--- src/rtl/pgn_lex_pkg.sv ---
// shared token result types and code constants for the pgn token lexer
package pgn_lex_pkg;

  // token kinds
  localparam logic [3:0] KIND_END      = 4'd0;
  localparam logic [3:0] KIND_STRING   = 4'd1;
  localparam logic [3:0] KIND_SYMBOL   = 4'd2;
  localparam logic [3:0] KIND_PERIOD   = 4'd3;
  localparam logic [3:0] KIND_ASTERISK = 4'd4;
  localparam logic [3:0] KIND_LBRACKET = 4'd5;
  localparam logic [3:0] KIND_RBRACKET = 4'd6;
  localparam logic [3:0] KIND_LPAREN   = 4'd7;
  localparam logic [3:0] KIND_RPAREN   = 4'd8;
  localparam logic [3:0] KIND_LANGLE   = 4'd9;
  localparam logic [3:0] KIND_RANGLE   = 4'd10;

  // error codes
  localparam logic [1:0] ERR_NONE     = 2'd0;
  localparam logic [1:0] ERR_UNKNOWN  = 2'd1;
  localparam logic [1:0] ERR_NONPRINT = 2'd2;
  localparam logic [1:0] ERR_SPAN     = 2'd3;

  // span limit after reset
  localparam logic [15:0] SPAN_LIMIT_RESET = 16'd255;

  // one result beat
  typedef struct packed {
    logic [3:0]  kind;
    logic [15:0] start;
    logic [15:0] length;
    logic [1:0]  err;
    logic        last;
  } token_t;

  // results produced by one byte, handed to the result queue
  typedef struct packed {
    logic [1:0] count;
    token_t     first;
    token_t     second;
  } push_t;

endpackage

--- src/rtl/pgn_lex_core.sv ---
// byte classification, lexer mode state and position tracking
module pgn_lex_core #(
  parameter int POSITION_BITS = 16
) (
  input  logic               clk,
  input  logic               rst,
  input  logic               fire,
  input  logic [7:0]         text_byte,
  input  logic [15:0]        span_limit,
  output pgn_lex_pkg::push_t push
);
  import pgn_lex_pkg::*;

  localparam int PB = POSITION_BITS;
  localparam int CW = (PB > 16) ? PB : 16;
  localparam logic [PB-1:0] POS_MAX = '1;

  localparam logic [7:0] CH_NUL   = 8'h00;
  localparam logic [7:0] CH_TAB   = 8'h09;
  localparam logic [7:0] CH_LF    = 8'h0a;
  localparam logic [7:0] CH_SPACE = 8'h20;
  localparam logic [7:0] CH_QUOTE = 8'h22;
  localparam logic [7:0] PRINT_LO = 8'd32;
  localparam logic [7:0] PRINT_HI = 8'd126;

  typedef enum logic [1:0] {
    MODE_IDLE,
    MODE_SYMBOL,
    MODE_STRING,
    MODE_ERROR
  } mode_t;

  mode_t         mode, mode_next;
  logic [PB-1:0] position, position_next;
  logic [PB-1:0] origin, origin_next;

  function automatic logic is_alnum(input logic [7:0] c);
    return (c >= "A" && c <= "Z") || (c >= "a" && c <= "z") || (c >= "0" && c <= "9");
  endfunction

  function automatic logic continues_symbol(input logic [7:0] c);
    return is_alnum(c) || c == "_" || c == "+" || c == "#" || c == "=" ||
           c == "," || c == "-" || c == "/";
  endfunction

  function automatic logic [3:0] punct_kind(input logic [7:0] c);
    logic [3:0] k;
    case (c)
      ".":     k = KIND_PERIOD;
      "*":     k = KIND_ASTERISK;
      "[":     k = KIND_LBRACKET;
      "]":     k = KIND_RBRACKET;
      "(":     k = KIND_LPAREN;
      ")":     k = KIND_RPAREN;
      "<":     k = KIND_LANGLE;
      ">":     k = KIND_RANGLE;
      default: k = KIND_END;
    endcase
    return k;
  endfunction

  function automatic token_t make_tok(input logic [3:0] kind, input logic [PB-1:0] start,
                                      input logic [PB-1:0] length, input logic [1:0] err);
    token_t t;
    t.kind   = kind;
    t.start  = 16'(start);
    t.length = 16'(length);
    t.err    = err;
    t.last   = 1'b0;
    return t;
  endfunction

  // outcome of lexing the byte from idle
  logic       id_emit, id_open, id_pos_reset;
  mode_t      id_mode;
  token_t     id_tok;
  logic [3:0] pkind;

  always_comb begin
    pkind        = punct_kind(text_byte);
    id_emit      = 1'b0;
    id_open      = 1'b0;
    id_pos_reset = 1'b0;
    id_mode      = MODE_IDLE;
    id_tok       = make_tok(KIND_END, position, '0, ERR_NONE);
    if (text_byte == CH_SPACE || text_byte == CH_LF || text_byte == CH_TAB) begin
      id_mode = MODE_IDLE;
    end else if (is_alnum(text_byte)) begin
      id_open = 1'b1;
      id_mode = MODE_SYMBOL;
    end else if (text_byte == CH_QUOTE) begin
      id_open = 1'b1;
      id_mode = MODE_STRING;
    end else if (text_byte == CH_NUL) begin
      id_emit      = 1'b1;
      id_pos_reset = 1'b1;
      id_tok       = make_tok(KIND_END, position, PB'(1), ERR_NONE);
    end else if (pkind != KIND_END) begin
      id_emit = 1'b1;
      id_tok  = make_tok(pkind, position, PB'(1), ERR_NONE);
    end else begin
      id_emit = 1'b1;
      id_mode = MODE_ERROR;
      id_tok  = make_tok(KIND_END, position, '0, ERR_UNKNOWN);
    end
  end

  // string span and symbol length, both saturating
  logic          ahead;
  logic [PB:0]   span_wide;
  logic [PB-1:0] span, sym_len;
  logic          span_hit;

  always_comb begin
    ahead     = position >= origin;
    span_wide = ahead ? ({1'b0, position} - {1'b0, origin} + (PB+1)'(1)) : (PB+1)'(1);
    span      = span_wide[PB] ? POS_MAX : span_wide[PB-1:0];
    sym_len   = ahead ? (position - origin) : '0;
    span_hit  = CW'(span) >= CW'(span_limit);
  end

  logic       pos_reset;
  logic [1:0] cnt;
  token_t     t0, t1;

  always_comb begin
    mode_next   = mode;
    origin_next = origin;
    pos_reset   = 1'b0;
    cnt         = 2'd0;
    t0          = id_tok;
    t1          = id_tok;
    unique case (mode)
      MODE_IDLE: begin
        mode_next = id_mode;
        if (id_open) origin_next = position;
        pos_reset = id_pos_reset;
        cnt       = {1'b0, id_emit};
      end
      MODE_SYMBOL: begin
        if (!continues_symbol(text_byte)) begin
          // close the symbol, then lex the same byte from idle
          t0        = make_tok(KIND_SYMBOL, origin, sym_len, ERR_NONE);
          t1        = id_tok;
          mode_next = id_mode;
          if (id_open) origin_next = position;
          pos_reset = id_pos_reset;
          cnt       = id_emit ? 2'd2 : 2'd1;
        end
      end
      MODE_STRING: begin
        if (text_byte < PRINT_LO || text_byte > PRINT_HI) begin
          mode_next = MODE_ERROR;
          t0        = make_tok(KIND_END, position, '0, ERR_NONPRINT);
          cnt       = 2'd1;
        end else if (span_hit) begin
          mode_next = MODE_ERROR;
          t0        = make_tok(KIND_END, position, '0, ERR_SPAN);
          cnt       = 2'd1;
        end else if (text_byte == CH_QUOTE) begin
          mode_next = MODE_IDLE;
          t0        = make_tok(KIND_STRING, origin, span, ERR_NONE);
          cnt       = 2'd1;
        end
      end
      MODE_ERROR: begin
        cnt = 2'd0;
      end
      default: begin
        cnt = 2'd0;
      end
    endcase
    if (cnt == 2'd1) t0.last = 1'b1;
    if (cnt == 2'd2) t1.last = 1'b1;

    if (mode_next == MODE_ERROR)  position_next = position;
    else if (pos_reset)           position_next = '0;
    else if (position != POS_MAX) position_next = position + PB'(1);
    else                          position_next = position;
  end

  always_comb begin
    push.count  = fire ? cnt : 2'd0;
    push.first  = t0;
    push.second = t1;
  end

  always_ff @(posedge clk) begin
    if (rst) begin
      mode     <= MODE_IDLE;
      position <= '0;
      origin   <= '0;
    end else if (fire) begin
      mode     <= mode_next;
      position <= position_next;
      origin   <= origin_next;
    end
  end

endmodule

--- src/rtl/pgn_lex_fifo.sv ---
// four-entry result queue, up to two writes and one read per cycle while not stalled
module pgn_lex_fifo (
  input  logic                clk,
  input  logic                rst,
  input  pgn_lex_pkg::push_t  push,
  output logic                room,
  output logic                valid,
  input  logic                stall,
  output pgn_lex_pkg::token_t head
);
  import pgn_lex_pkg::*;

  token_t     slots [4];
  logic [1:0] rd, wr;
  logic [2:0] count;
  logic       pop;

  assign room  = count <= 3'd2;
  assign valid = count != 3'd0;
  assign head  = slots[rd];
  assign pop   = valid && !stall;

  always_ff @(posedge clk) begin
    if (push.count != 2'd0) slots[wr] <= push.first;
    if (push.count == 2'd2) slots[wr + 2'd1] <= push.second;
  end

  always_ff @(posedge clk) begin
    if (rst) begin
      rd    <= '0;
      wr    <= '0;
      count <= '0;
    end else begin
      wr    <= wr + push.count;
      rd    <= rd + {1'b0, pop};
      count <= count + {1'b0, push.count} - {2'b0, pop};
    end
  end

endmodule

--- src/rtl/pgn_token_lexer_unit.sv ---
// top level of the pgn token lexer: input register, lexer core and result queue
//
// text channel: one byte per beat on text_byte, taken at a clock edge where
// text_valid is high and text_stall is low. a zero byte ends the text.
// token channel: one result per beat (token_kind, token_start, token_length,
// error_code, last_of_run), taken where token_valid is high and token_stall low.
// one byte gives zero, one or two results; last_of_run marks the final one.
// config channel: cfg_data is written to the string span limit where
// cfg_valid and cfg_ready are high; cfg_ready is always high.
// a result reaches the token side through the input register and then the result queue.
// throughput: one byte per cycle while the token side keeps up; the rate is
// set by the single token beat per cycle the four-entry result queue drains.
// a byte giving two results holds the input only if the queue fills up.
// when the receiver stalls, results wait in the queue and text_stall rises
// once fewer than two entries are free, holding the byte in the input register.
// reset (rst, synchronous): mode idle, position zero, queue empty, span limit
// back to 255. after an error result the lexer ignores bytes until reset.
module pgn_token_lexer_unit #(
  parameter int POSITION_BITS = 16
) (
  input  logic        clk,
  input  logic        rst,
  // text channel
  input  logic        text_valid,
  output logic        text_stall,
  input  logic [7:0]  text_byte,
  // token channel
  output logic        token_valid,
  input  logic        token_stall,
  output logic [3:0]  token_kind,
  output logic [15:0] token_start,
  output logic [15:0] token_length,
  output logic [1:0]  error_code,
  output logic        last_of_run,
  // config channel
  input  logic        cfg_valid,
  output logic        cfg_ready,
  input  logic [15:0] cfg_data
);
  import pgn_lex_pkg::*;

  logic [15:0] span_limit;

  // input register
  logic        in_full;
  logic [7:0]  in_byte;
  logic        room;
  logic        fire;
  logic        take;

  push_t       push;
  token_t      head;

  // the held byte is lexed once the queue can take two results
  assign fire       = in_full && room;
  assign text_stall = in_full && !room;
  assign take       = text_valid && !text_stall;
  assign cfg_ready  = 1'b1;

  always_ff @(posedge clk) begin
    if (rst) begin
      in_full    <= 1'b0;
      span_limit <= SPAN_LIMIT_RESET;
    end else begin
      if (take)      in_full <= 1'b1;
      else if (fire) in_full <= 1'b0;
      if (cfg_valid && cfg_ready) span_limit <= cfg_data;
    end
  end

  // byte payload, no reset needed
  always_ff @(posedge clk) begin
    if (take) in_byte <= text_byte;
  end

  pgn_lex_core #(
    .POSITION_BITS(POSITION_BITS)
  ) u_core (
    .clk        (clk),
    .rst        (rst),
    .fire       (fire),
    .text_byte  (in_byte),
    .span_limit (span_limit),
    .push       (push)
  );

  pgn_lex_fifo u_fifo (
    .clk   (clk),
    .rst   (rst),
    .push  (push),
    .room  (room),
    .valid (token_valid),
    .stall (token_stall),
    .head  (head)
  );

  // result fields straight from the queue head
  assign token_kind   = head.kind;
  assign token_start  = head.start;
  assign token_length = head.length;
  assign error_code   = head.err;
  assign last_of_run  = head.last;

endmodule
--- config.mk ---
export PLATFORM = sky130hd
export DESIGN_NAME = pgn_token_lexer_unit
export DESIGN_NICKNAME = d
export VERILOG_FILES = /design/src/rtl/pgn_lex_pkg.sv /design/src/rtl/pgn_lex_core.sv /design/src/rtl/pgn_lex_fifo.sv /design/src/rtl/pgn_token_lexer_unit.sv
export SDC_FILE = /design/constraint.sdc
export NUM_CORES = 1
export LEC_CHECK = 0
export ABC_AREA = 0
export BUFFER_PORTS_ARGS = -buffer_cell sky130_fd_sc_hd__buf_2
export CAP_MARGIN = 15
export CORE_MARGIN = 10
export CORE_UTILIZATION = 56
export DETAILED_ROUTE_END_ITERATION = 7
export PLACE_DENSITY = 0.73
export SLEW_MARGIN = 20
export SYNTH_ARGS = -nofsm -noshare
export SYNTH_HDL_FRONTEND = slang
export SYNTH_SLANG_ARGS = --single-unit
--- constraint.sdc ---
create_clock -name clk -period 6.2 [get_ports clk]
set_input_delay 0.31 -clock clk [delete_from_list [all_inputs] [get_ports clk]]
set_output_delay 0.31 -clock clk [all_outputs]
set_load 0.02 [all_outputs]
* Word-level counts from Yosys, hierarchy flattened
Memories as Yosys holds them, arrays and structs flattened. A register that Yosys moved wholly into a read port is not among the register bits.
Cells that the tools add are included.
** Cells by class
- Reduce and logical (&&, ||, !) cells :: 32
- Mux-type cells :: 57
- Eq/ne operators :: 28
- Add/sub/neg operators :: 9
- Order comparisons :: 11
- Bitwise logic cells :: 1
** Operators with widths (count)
- 2-to-1 mux 39 bit :: 9
- equality test 8 x 6 -> 1 bit, second input constant :: 14
- 2-to-1 mux 16 bit :: 6
- one-hot mux 39 bit (2 select lines) :: 1
- >= comparator 16 bit :: 2
- one-hot mux 16 bit (2 select lines) :: 1
- one-hot mux 4 bit (8 select lines) :: 1
- 2-to-1 mux 2 bit :: 15
- equality test 8 x 7 -> 1 bit, second input constant :: 3
- 2-to-1 mux 1 bit :: 20
- adder 17 x 1 -> 17 bit, second input constant :: 1
- 2-to-1 mux 17 bit :: 1
- subtractor 16 x 16 -> 17 bit :: 1
- adder 16 x 1 -> 16 bit, second input constant :: 1
- equality test 8 x 4 -> 1 bit, second input constant :: 2
- >= comparator 8 x 7 -> 1 bit, second input constant :: 2
- <= comparator 8 x 7 -> 1 bit, second input constant :: 2
- inequality test 16 bit, second input constant :: 1
- subtractor 16 bit :: 1
- logical OR 1 bit :: 12
- equality test 2 bit, second input constant :: 5
- >= comparator 8 x 6 -> 1 bit, second input constant :: 1
- > comparator 8 x 7 -> 1 bit, second input constant :: 1
- <= comparator 8 x 6 -> 1 bit, second input constant :: 1
- 21 further kinds :: 34
** Word-level totals
- Bits of input ports :: 29
- Memories kept :: 1
- Bits in registers :: 66
- Memory bits (writable) :: 156
** Memories
- u_fifo.slots :: words 4, width 39, read ports 1, clocked after memory_dff 1, write ports 2, RTL line pgn_lex_fifo.sv:13 : token_t slots [4];

* Longest topological paths before layout
Gate-level depths: netlist (run 1).
- Depth in word-level cells :: 17
- Gate-level depth with buffers :: 28
- Mapped depth without buffers :: 26

* By module
From an unflattened synthesis (run 1), not the netlist that was laid out.
** Second synthesis, totals
- Cells, all modules :: 1170
- Area total of the unflattened synthesis :: 13644.3 sq um
** By module, submodules not included
- pgn_lex_fifo :: instances 1, cells each 426, sequential area each 4824.6 sq um, area each 7891.3 sq um
- pgn_lex_core :: instances 1, cells each 677, sequential area each 680.7 sq um, area each 4842.1 sq um
- pgn_token_lexer_unit :: instances 1, cells each 67, sequential area each 580.6 sq um, area each 910.9 sq um

* Least setup slack after synthesis (run 1)
OpenSTA, ideal clock, no wires.
- Path type :: register -> register
- Start point :: reg u_core.position[1]
- End point :: mem u_fifo.slots[1][0] (netlist bit), enable pin
- Data arrival time :: 5.872 ns
- Library setup time :: 0.355 ns
- Slack :: -0.027 ns
- Required time :: 5.845 ns
- Stages on the path, launching flop included :: 25
- Path buffers :: 3
- Cell sequence :: dfxtp_1 -> inv_1 -> ha_1 -> inv_1 -> ha_1 -> nand2_1 -> a21boi_0 -> a211o_1 -> a31oi_1 -> o41ai_1 -> xnor2_1 -> clkbuf_1 -> nor2_1 -> nor2_1 -> ha_1 -> o2111a_1 -> a2111oi_0 -> o41ai_1 -> or3_1 -> clkbuf_1 -> a32oi_1 -> nor2_1 -> a21oi_1 -> clkbuf_1 -> inv_1
** RTL lines
- from (decl) :: RTL line pgn_lex_core.sv:34 : logic [PB-1:0] position, position_next;
- from (signal assigned) :: RTL line pgn_lex_core.sv:195 : position <= position_next;
- to (decl) :: RTL line pgn_lex_fifo.sv:13

==> out/metrics.csv, run 1 <==
stage,metric,value,unit
status,status,"complete, no violations",
worst_setup_path,Worst EP arrival,6230,ps
sta,min Tclk post-route,5847,ps
placed_design,port bufs,69,
sta,period utilization,94.30,%
drt,DRT Pass-1 Iters,6,
sta,actual slew at the worst max-slew pin,1107,ps
drt,post-route ant nets,0,
grt,GRT overflow,0,
worst_setup_path,endpoint class of the critical path,flip-flop,
clock_tree,number of buffers created by CTS,25,
worst_setup_path,Critical R2R Capture,u_fifo.slots[0][21]$_DFFE_PP_,
grt,vias in the first global route,9996,
sta,Final Max Tran Viols,0,
die,std cell rows,54,
finish,NumNets Final,1427,
power,overall power,3.970,mW
yosys,"EDFF count, synth",100,
min_path,Hold Path Stages,3,
drt,DRC,0,
sta,RSZ-0062 raised after global routing,no,
drt,Routed WL,37530,µm
die,Initial Util,57.10,%
power,PwrDens,269.2,nW/µm²
yosys,area share of the largest cell type after synthesis,24.02,%
placed_design,GPL Wtd Cong,0.9870,
yosys,Synth Instances,1190,
worst_setup_path,Setup CP Type,reg2reg,
die,Die Ht,169.4,µm
clock_tree,CTS H-tree lvls,1,
clock_tree,clk slew on worst S/H paths,60,ps
grt,first-pass GRT wire length,57280,µm
yosys,post-synthesis xor/xnor area fraction,2.873,%
yosys,Synth Area in Adders,8.148,%
yosys,sequential fraction of the synthesis area,43.56,%
sta,Max-slew headroom,26.21,%
yosys,Avg Synthesized Cell Area,10.50,µm²
run,Max-Cap Viols,0,
die,I/O pin total,71,
yosys,compound-gate portion of the synthesized area,19.92,%
clock_tree,clk_lat worst skew,550,ps
yosys,Mapped Area,12500,µm²
clock_tree,CTS Sinks,222,
grt,GRT Total Usage,24.95,%
yosys,commonest cells in the netlist,"122 x dfxtp_1, 109 x nor2_1, 100 x edfxtp_1",
finish,Area Growth Syn to Fin,18.01,%
yosys,combinational family with the most area after synthesis,compound AO/OA/AOI/OAI gates,
power,Seq pwr share,42.0,%
placed_design,post-DP HPWL,25900,µm
min_path,WHS Endpoint,span_limit[14]$_SDFFE_PP0P_,
worst_setup_path,flop-to-flop setup slack,350,ps
min_path,hold wc startpoint,cfg_data[14],
yosys,"area leader, netlist",edfxtp_1,
clock_tree,CTS tree,done,
grt,initial antenna violation count,0,
power,LEAKAGE,5.593,nW
sta,hold_ws,2.925,ps
worst_setup_path,CP max FO,21,
finish,Fillers,1693,
die,Die Area,28700,µm²
power,worst vdd ir,205.1,µV
worst_setup_path,CP required,6580,ps
drt,Vias,10479,
die,CORE AREA,21890,µm²
sta,setup TNS,0,ps
yosys,multiplexer share of the synthesized area,8.549,%
yosys,Most used DFF post-synth,dfxtp_1,
worst_setup_path,Worst path slowest cell,nor3_2,
worst_setup_path,R2R cell count,23,
clock_tree,root buffer cell,clkbuf_16,
yosys,post-synthesis sequential element count,222,
sta,endpoints failing setup,0,
finish,share of cells above drive strength 1,21.50,%
power,clock share of power,36.9,%
min_path,Hold WC Path Type,in2reg,
worst_setup_path,CP startpoint kind,flip-flop,
yosys,"Distinct cells, synth",76,
worst_setup_path,CP Buf/Inv Count,6,
sta,Fmax,171.0,MHz
yosys,ys async rst share,0,%
worst_setup_path,worst path cell trace,buf_4 -> inv_1 -> ha_1 -> inv_1 -> fa_1 -> a211o_1 -> a21oi_1 -> o31a_1 -> o21ai_0 -> o21ai_2 -> buf_12 -> nor3_1 -> ha_1 -> nor2b_1 -> o21ai_0 -> a2111oi_2 -> o41ai_2 -> or3_1 -> a32oi_1 -> buf_4 -> nor3_2 -> buf_4 -> a32o_1,
sta,final hold vios,0,
die,die width,169.4,µm
worst_setup_path,cell mode on critical path,buf_4,
finish,Ant. Diodes,0,
power,Pint,2.765,mW
yosys,most numerous cell in the Yosys netlist,dfxtp_1,
worst_setup_path,Crit path max-delay family,compound AO/OA/AOI/OAI gates,
sta,clk_skew,29.00,ps
yosys,synth warn,0,
finish,Final Util,67.38,%
power,Comb pwr share,21.1,%
drt,drt initial violations,1015,
drt,Vias/cell,6.453,
yosys,Post-Synth Simple-Gate Area,12.09,%
drt,DR WL/cell,23.11,µm
worst_setup_path,Worst R2R Start,u_core.position[0]$_SDFFE_PP0P_,
worst_setup_path,critical path depth,23,
worst_setup_path,"slowest stage delay, CP",650,ps
power,NetSw,1.205,mW
grt,largest net degree at the start of global routing,65,
power,Sw Ratio,30.36,%
clock_tree,Max clock buf depth,3,
yosys,top post-synthesis cells by area,"edfxtp_1 24%, dfxtp_1 20%, mux4_2 7.0%",
yosys,Synthesized Nets,1292,
[registers in the layout (all words and copies together) (netlist names)]
register and flops:
u_fifo.slots 156, span_limit 16, u_core.origin 16, u_core.position 16, in_byte 8, u_fifo.count 3, u_core.mode 2, u_fifo.rd 2
u_fifo.wr 2, in_full 1
[cells by family after synthesis]
logic type,after synthesis
flip-flops,222
AO/OA/AOI/OAI,334
AND/OR/NAND/NOR,309
adder cells (fa/ha/maj),73
other,1
multiplexers,58
buffers and inverters,152
XOR/XNOR,41
[final cells by class]
class / instances / area [µm²] / share of cell area, %
clock buffers: 33 / 689.4 / 4.674
clock inverters: 13 / 122.6 / 0.8313
inverters: 66 / 259.0 / 1.756
multi-input cells: 816 / 6528 / 44.25
flip-flops and latches: 222 / 5448 / 36.93
well taps: 280 / 350.3 / 2.375
repair buffers: 192 / 1339 / 9.076
repair inverters: 2 / 15.01 / 0.1018
[per-layer routing]
metal	track usage (%)	share of wire, %	routed length, µm
met1	34.18	40	15190
met5	0	0	0
met4	6.904	2.7	1015
met3	4.377	9.9	3726
met2	39.95	47	17600
[power by group through the flow]
stage | Combinational [mW] | Clock [mW] | Sequential, mW
2_1_floorplan | 0.613 | 0 | 1.64
3_3_place_gp | 0.803 | 0 | 1.70
3_5_place_dp | 0.812 | 0 | 1.70
4_1_cts | 0.825 | 1.47 | 1.67
5_1_grt | 0.898 | 1.54 | 1.68
6_report | 0.838 | 1.46 | 1.67
[layout by cell type, fill, tap and decap left out, types with 11 or more instances in the layout]
cell type,count
mux2i_1,19
nand2_1,61
ha_1,59
dfxtp_1,120
buf_4,103
o211ai_1,11
nor2b_1,19
o22ai_1,23
mux4_2,39
a32o_1,66
buf_2,69
xnor2_1,30
a31oi_1,12
fa_1,14
dlygate4sd3_1,18
nand2b_1,13
inv_1,62
a21oi_1,50
clkbuf_16,26
a22o_1,36
edfxtp_1,100
o21ai_0,49
o2bb2ai_1,12
nor2_1,106
nand3_1,32
[tightest hold or removal path: stages]
cell and delay [ps]:
buf_2 70, mux2i_1 50, nor2_1 70
[through the flow]
stage	area [µm²]	worst slack, ps	cells
3_3_place_gp	13650	-49.15	1553
3_5_place_dp	13650	-269.1	1553
4_1_cts	14650	31.65	1617
2_1_floorplan	12510	15.92	1190
6_report	14750	353.1	1624
5_1_grt	14750	27.93	1624
[how the worst max path moves through the flow]
stage,startpoint,end,slack [ps]
2_1_floorplan,u_core.position[1]$_SDFFE_PP0P_,u_fifo.slots[1][0]$_DFFE_PP_,20
4_1_cts,u_core.position[1]$_SDFFE_PP0P_,u_fifo.slots[3][32]$_DFFE_PP_,30
3_5_place_dp,u_core.origin[7]$_SDFFE_PP0P_,u_fifo.slots[3][28]$_DFFE_PP_,-270
3_3_place_gp,u_core.origin[7]$_SDFFE_PP0P_,u_fifo.slots[3][28]$_DFFE_PP_,-50
5_1_grt,u_core.position[0]$_SDFFE_PP0P_,u_fifo.slots[0][31]$_DFFE_PP_,30
6_report,u_core.position[0]$_SDFFE_PP0P_,u_fifo.slots[0][21]$_DFFE_PP_,350
[timing repair]
| item | 4_1_cts | 5_1_grt |
|---|---|---|
| gates resized for setup | 1 | 12 |
| hold endpoints to repair | 18 | 0 |
| buffers inserted | 0 | 5 |
| gates cloned | 0 | 2 |
| hold buffers | 18 | 0 |
| setup endpoints to repair | 178 | 257 |
No activity file was read; power rests on OpenSTA's default activity.
==> run 2: changes to the inputs <==
--- a/config.mk
+++ b/config.mk
@@ -11,7 +11,7 @@
 export CORE_MARGIN = 10
 export CORE_UTILIZATION = 56
 export DETAILED_ROUTE_END_ITERATION = 7
-export PLACE_DENSITY = 0.73
+export PLACE_DENSITY = 0.84
 export SLEW_MARGIN = 20
 export SYNTH_ARGS = -nofsm -noshare
 export SYNTH_HDL_FRONTEND = slang
==> constraint.sdc (replaced) <==
create_clock -name clk -period 6.2 [get_ports clk]
set_input_delay 0.31 -clock clk [delete_from_list [all_inputs] [get_ports clk]]
set_output_delay 0.31 -clock clk [all_outputs]
set_load 0.01 [all_outputs]
==> run 2 against run 1 <==
Register-to-register slack got worse by 60 ps. Highest routed layer unchanged. Critical path depth rose by 1. Wire length down 2.5%. Clock skew shrank 11 ps.
==> out/metrics.csv, run 2 (synthesis gave the netlist of run 1 again) <==
stage,metric,value,unit
finish,share of cells above drive strength 1,18.64,%
die,std cell rows,54,
sta,hold_ws,11.05,ps
run,Max-Cap Viols,0,
sta,Final Max Tran Viols,0,
sta,period utilization,95.33,%
drt,DRC,0,
clock_tree,Max clock buf depth,3,
grt,GRT overflow,0,
power,PwrDens,266.0,nW/µm²
grt,grt met1 use,31.12,%
drt,DR WL/cell,23.20,µm
clock_tree,clk_lat worst skew,540,ps
placed_design,port bufs,69,
sta,endpoints failing setup,0,
clock_tree,clk slew on worst S/H paths,60,ps
clock_tree,root buffer cell,clkbuf_16,
grt,GRT Total Usage,24.27,%
worst_setup_path,Worst EP arrival,6180,ps
clock_tree,CTS Sinks,222,
die,I/O pin total,71,
power,LEAKAGE,5.334,nW
worst_setup_path,CP max FO,26,
worst_setup_path,Worst R2R Start,u_core.origin[3]$_SDFFE_PP0P_,
clock_tree,CTS tree,done,
worst_setup_path,CP startpoint kind,flip-flop,
grt,vias in the first global route,10199,
clock_tree,number of buffers created by CTS,23,
finish,"commonest non-fill, non-tap cell in the layout",dfxtp_1,
min_path,Hold WC Path Type,in2reg,
finish,Fillers,1651,
clock_tree,CTS H-tree lvls,1,
worst_setup_path,beginning of the critical path,u_core.origin[3]$_SDFFE_PP0P_,
sta,final hold vios,0,
finish,most frequent cells in the layout,"120 x dfxtp_1, 108 x nor2_1, 100 x edfxtp_1",
drt,Vias,10474,
die,Initial Util,57.10,%
grt,grt met2 use,39.73,%
status,status,"complete, no violations",
drt,post-route ant nets,0,
finish,multi-input combinational cell area,6500,µm²
finish,register area,5448,µm²
sta,setup TNS,0,ps
die,CORE AREA,21890,µm²
power,worst vdd ir,205.9,µV
grt,Most Crowded Layer GR,met2,
worst_setup_path,CP required,6470,ps
finish,NumNets Final,1383,
drt,DRT Pass-1 Iters,7,
die,Die Area,28700,µm²
sta,actual slew at the worst max-slew pin,1112,ps
grt,GR Util met3,5.211,%
worst_setup_path,Setup crit end,u_fifo.slots[2][35]$_DFFE_PP_,
worst_setup_path,Setup CP Type,reg2reg,
finish,Final Util,65.34,%
placed_design,dpl cell area,13350,µm²
sta,min Tclk post-route,5910,ps
worst_setup_path,endpoint class of the critical path,flip-flop,
grt,first-pass GRT wire length,56460,µm
placed_design,post-DP HPWL,25020,µm
grt,initial antenna violation count,0,
sta,Max-slew headroom,25.87,%
worst_setup_path,R2R cell count,24,
die,Die Ht,169.4,µm
sta,clk_skew,17.74,ps
drt,drt initial violations,1311,
finish,cell area after layout,14300,µm²
sta,Fmax,169.2,MHz
finish,max FFs per register,156,
placed_design,GPL Wtd Cong,1.039,
die,die width,169.4,µm
finish,Ant. Diodes,0,
worst_setup_path,flop-to-flop setup slack,290,ps
drt,Routed WL,36600,µm
drt,Vias/cell,6.638,
worst_setup_path,Critical R2R Capture,u_fifo.slots[2][35]$_DFFE_PP_,
finish,Area Growth Syn to Fin,14.43,%
grt,largest net degree at the start of global routing,65,
finish,Biggest register,u_fifo.slots,
run 2: changes by cell type in the layout (fill, tap and decap cells not counted), moves of 3 or more:
cell           before  now
dlygate4sd3_1      18   13
a21boi_0            6    3
buf_4             103   65
clkinv_2            3    6
clkbuf_16          26   23
a21boi_1            1    4
run 2: what timing repair did:
item | 4_1_cts | 5_1_grt
hold buffers | 13 | 0
gates cloned | 0 | 3
endpoints found under the hold margin | 13 | 0
resized for setup | 1 | 13
buffers inserted | 0 | 6
endpoints found under the setup margin | 69 | 97
run 2: metrics by stage:
stage / cells / setup slack [ps] / total power [mW]
finish: 1578 / 289.8 / 3.804
global route: 1578 / -4.419 / 3.935
CTS: 1569 / 49.10 / 3.801
detailed placement: 1514 / -61.49 / 2.461
global placement: 1514 / 193.9 / 2.434
floorplan: 1190 / 15.92 / 2.205
run 2: how the worst min path moves through the flow:
stage                                      from                                to  slack [ps]  depth (start not counted)
5_1_grt                              text_valid              in_full$_SDFFE_PP0P_          10                          3
3_5_place_dp    u_fifo.slots[2][8]$_SDFFE_PP0P_   u_fifo.slots[2][8]$_SDFFE_PP0P_         440                          1
3_3_place_gp   u_fifo.slots[2][18]$_SDFFE_PP0P_  u_fifo.slots[2][18]$_SDFFE_PP0P_         440                          1
6_report                            cfg_data[1]        span_limit[1]$_SDFFE_PP1P_          10                          3
2_1_floorplan                      text_byte[0]              in_byte[0]$_DFFE_PP_         410                          0
4_1_cts                             cfg_data[4]        span_limit[4]$_SDFFE_PP1P_           4                          3
run 2: final cells by class:
class	count	area share, %
Timing Repair Buffer	149	7.015
Clock buffer	30	4.277
Sequential cell	222	38.09
Timing Repair inverter	3	0.1575
Multi-Input combinational cell	816	45.44
Tap cell	280	2.449
Inverter	66	1.811
Clock inverter	12	0.7610
run 2: power by group:
part / total, mW / leakage [nW] / internal [mW] / switching (mW)
Combinational: 0.794 / 3.09 / 0.331 / 0.462
Clock: 1.34 / 0.355 / 0.747 / 0.595
Sequential: 1.67 / 1.89 / 1.59 / 0.0753
Total: 3.80 / 5.33 / 2.67 / 1.13
run 2: worst max-delay path, cell delays in order, from the launching register on:
cell	delay (ps)
dfxtp_1	420
inv_1	70
ha_1	270
fa_1	520
a31oi_1	160
nor2_1	70
a211o_1	280
a31oi_1	250
o41ai_1	100
buf_4	150
xnor2_2	250
nor2_1	120
nor2_1	110
ha_1	240
a211oi_1	210
nor2_1	80
a2111oi_1	440
o41ai_1	190
or3_1	420
a32oi_1	250
buf_4	200
nor2_1	100
buf_4	260
a21boi_1	320
o22ai_1	130
run 2: layer usage:
layer	wire length [µm]	vias to the layer above
li1	-	4680
met1	14210	5040
met2	17300	642
met3	3792	112
met4	1300	0
met5	0	-
==> run 3: changes to the inputs <==
--- a/config.mk
+++ b/config.mk
@@ -6,7 +6,7 @@
 export NUM_CORES = 1
 export LEC_CHECK = 0
 export ABC_AREA = 0
-export BUFFER_PORTS_ARGS = -buffer_cell sky130_fd_sc_hd__buf_2
+export BUFFER_PORTS_ARGS = -buffer_cell sky130_fd_sc_hd__buf_4
 export CAP_MARGIN = 15
 export CORE_MARGIN = 10
 export CORE_UTILIZATION = 56
==> run 3 against run 2 <==
Core utilization rose by 1.0 points. First-iteration DRC count fell by 6.5%. Clock-buffer cell count rose by 5. Critical path type unchanged.
==> out/metrics.csv, run 3 (synthesis gave the netlist of run 1 again) <==
stage,metric,value,unit
status,status,"complete, no violations",
sta,actual slew at the worst max-slew pin,1127,ps
run,Max-Cap Viols,0,
power,worst vdd ir,210.4,µV
die,std cell rows,54,
grt,largest net degree at the start of global routing,65,
finish,share of cells above drive strength 1,18.78,%
power,LEAKAGE,5.393,nW
sta,period utilization,95.01,%
die,Die Area,28700,µm²
clock_tree,CTS Sinks,222,
power,Pint,2.716,mW
placed_design,GPL Wtd Cong,1.033,
drt,DRC,0,
sta,Fmax,169.8,MHz
power,Comb pwr share,21.6,%
finish,max FFs per register,156,
worst_setup_path,Crit path max-delay family,compound AO/OA/AOI/OAI gates,
worst_setup_path,CP startpoint kind,flip-flop,
finish,Biggest register,u_fifo.slots,
drt,drt initial violations,1226,
drt,Vias/cell,6.607,
worst_setup_path,worst path cell trace,inv_1 -> ha_1 -> fa_1 -> a31oi_1 -> nor2_1 -> a211o_1 -> a31oi_2 -> o41ai_2 -> buf_4 -> xnor2_2 -> nor2_1 -> nor2_1 -> ha_1 -> a211oi_1 -> nor2_1 -> a2111oi_2 -> o41ai_2 -> or3_1 -> a32oi_1 -> nor2_1 -> a21oi_2 -> clkinvlp_4 -> buf_4,
grt,GRT Total Usage,24.47,%
drt,post-route ant nets,0,
sta,hold_ws,10.24,ps
drt,DR WL/cell,23.01,µm
placed_design,post-DP HPWL,25560,µm
worst_setup_path,Setup CP Type,reg2reg,
power,Seq pwr share,43.3,%
die,CORE AREA,21890,µm²
worst_setup_path,Worst path slowest cell,fa_1,
finish,Area Growth Syn to Fin,16.26,%
finish,most frequent cells in the layout,"131 x buf_4, 120 x dfxtp_1, 109 x nor2_1",
sta,final hold vios,0,
finish,cell area after layout,14530,µm²
drt,Vias,10432,
power,NetSw,1.124,mW
sta,Max-slew headroom,24.16,%
drt,DRT Pass-1 Iters,7,
worst_setup_path,CP required,6480,ps
worst_setup_path,cell mode on critical path,nor2_1,
grt,vias in the first global route,10068,
drt,Routed WL,36330,µm
finish,NumNets Final,1384,
sta,clk_skew,11.77,ps
finish,Ant. Diodes,0,
clock_tree,Max clock buf depth,3,
sta,RSZ-0062 raised after global routing,yes,
worst_setup_path,flop-to-flop setup slack,310,ps
clock_tree,CTS tree,done,
power,Sw Ratio,29.26,%
clock_tree,clk_lat worst skew,540,ps
worst_setup_path,CP max FO,12,
placed_design,Post-Place Cells,1514,
power,clock share of power,35.1,%
power,PwrDens,264.2,nW/µm²
clock_tree,root buffer cell,clkbuf_16,
die,die width,169.4,µm
placed_design,dpl cell area,13530,µm²
die,Die Ht,169.4,µm
worst_setup_path,Worst EP arrival,6170,ps
sta,Final Max Tran Viols,0,
worst_setup_path,"slowest stage delay, CP",540,ps
worst_setup_path,CP Buf/Inv Count,4,
clock_tree,number of buffers created by CTS,23,
sta,endpoints failing setup,0,
die,Initial Util,57.10,%
placed_design,port bufs,69,
clock_tree,CTS H-tree lvls,1,
finish,"commonest non-fill, non-tap cell in the layout",buf_4,
die,I/O pin total,71,
finish,Final Util,66.38,%
min_path,Hold WC Path Type,in2reg,
sta,min Tclk post-route,5891,ps
grt,initial antenna violation count,0,
clock_tree,clk slew on worst S/H paths,60,ps
worst_setup_path,endpoint class of the critical path,flip-flop,
grt,GRT overflow,0,
grt,first-pass GRT wire length,56680,µm
finish,Finished Layout Cells,1579,
[run 3: changes by cell type in the layout (fill, tap and decap cells not counted), moves of 3 or more]
cell	change
a21boi_0	+4
a21boi_1	-4
buf_2	-69
buf_4	+66
clkbuf_2	+3
clkbuf_8	+3
clkinv_2	-5
dlygate4sd3_1	+3
[run 3: worst paths after layout]
check / from / endpoint / cells after the start
min reg2reg: u_fifo.slots[3][8]$_SDFFE_PP0P_ / u_fifo.slots[3][8]$_SDFFE_PP0P_ / 1
min: cfg_data[9] / span_limit[9]$_SDFFE_PP0P_ / 3
max reg2reg: u_core.origin[3]$_SDFFE_PP0P_ / u_fifo.slots[1][34]$_DFFE_PP_ / 23
max: u_core.origin[3]$_SDFFE_PP0P_ / u_fifo.slots[1][34]$_DFFE_PP_ / 23
[run 3: per-layer routing]
metal / share of wire (%) / global-route usage [%] / vias to the layer above / wire [µm]
li1: - / - / 4690 / -
met1: 39 / 32.67 / 5055 / 14320
met4: 3.2 / 8.555 / 0 / 1175
met5: 0 / 0 / - / 0
met3: 10 / 4.354 / 86 / 3689
met2: 47 / 39.34 / 601 / 17140
[run 3: cell type report]
| cell class | instances | area [µm²] |
|---|---|---|
| Fill cell | 1622 | 7360 |
| Multi-Input combinational cell | 816 | 6513 |
| Sequential cell | 222 | 5448 |
| Timing Repair Buffer | 151 | 1215 |
| Clock buffer | 35 | 664.4 |
| Tap cell | 280 | 350.3 |
| Inverter | 66 | 259.0 |
| Clock inverter | 7 | 67.56 |
| Timing Repair inverter | 2 | 15.01 |
[run 3: stage by stage]
stage | setup slack, ps | power (mW) | setup TNS, ps
2_1_floorplan | 15.92 | 2.205 | 0
3_3_place_gp | 190.0 | 2.481 | 0
3_5_place_dp | -72.88 | 2.499 | -2960
4_1_cts | 45.06 | 3.832 | 0
5_1_grt | -23.92 | 3.972 | -35.00
6_report | 309.4 | 3.840 | 0
[run 3: repair_timing]
action | in CTS | in global routing
gates cloned | 2 | 0
setup endpoints to repair | 46 | 244
hold buffers | 15 | 1
hold endpoints to repair | 15 | 1
setup buffers | 3 | 2
gates resized for setup | 4 | 8
[run 3: worst reg2reg max path, delay by kind of cell, from the launching register on]
family / cells / cell delay [ps]
xor gates and xnor gates: 1 / 280
DFF: 1 / 410
buffers and inverters: 4 / 600
and+or+nand+nor: 6 / 930
AOI/OAI and AO/OA: 9 / 2350
adders and majority gates: 3 / 1080
[run 3: power by group through the flow]
stage | clock, mW | sequential [mW] | combinational [mW]
2_1_floorplan | 0 | 1.64 | 0.561
3_3_place_gp | 0 | 1.69 | 0.795
3_5_place_dp | 0 | 1.69 | 0.808
4_1_cts | 1.35 | 1.66 | 0.824
5_1_grt | 1.40 | 1.67 | 0.901
6_report | 1.35 | 1.66 | 0.830
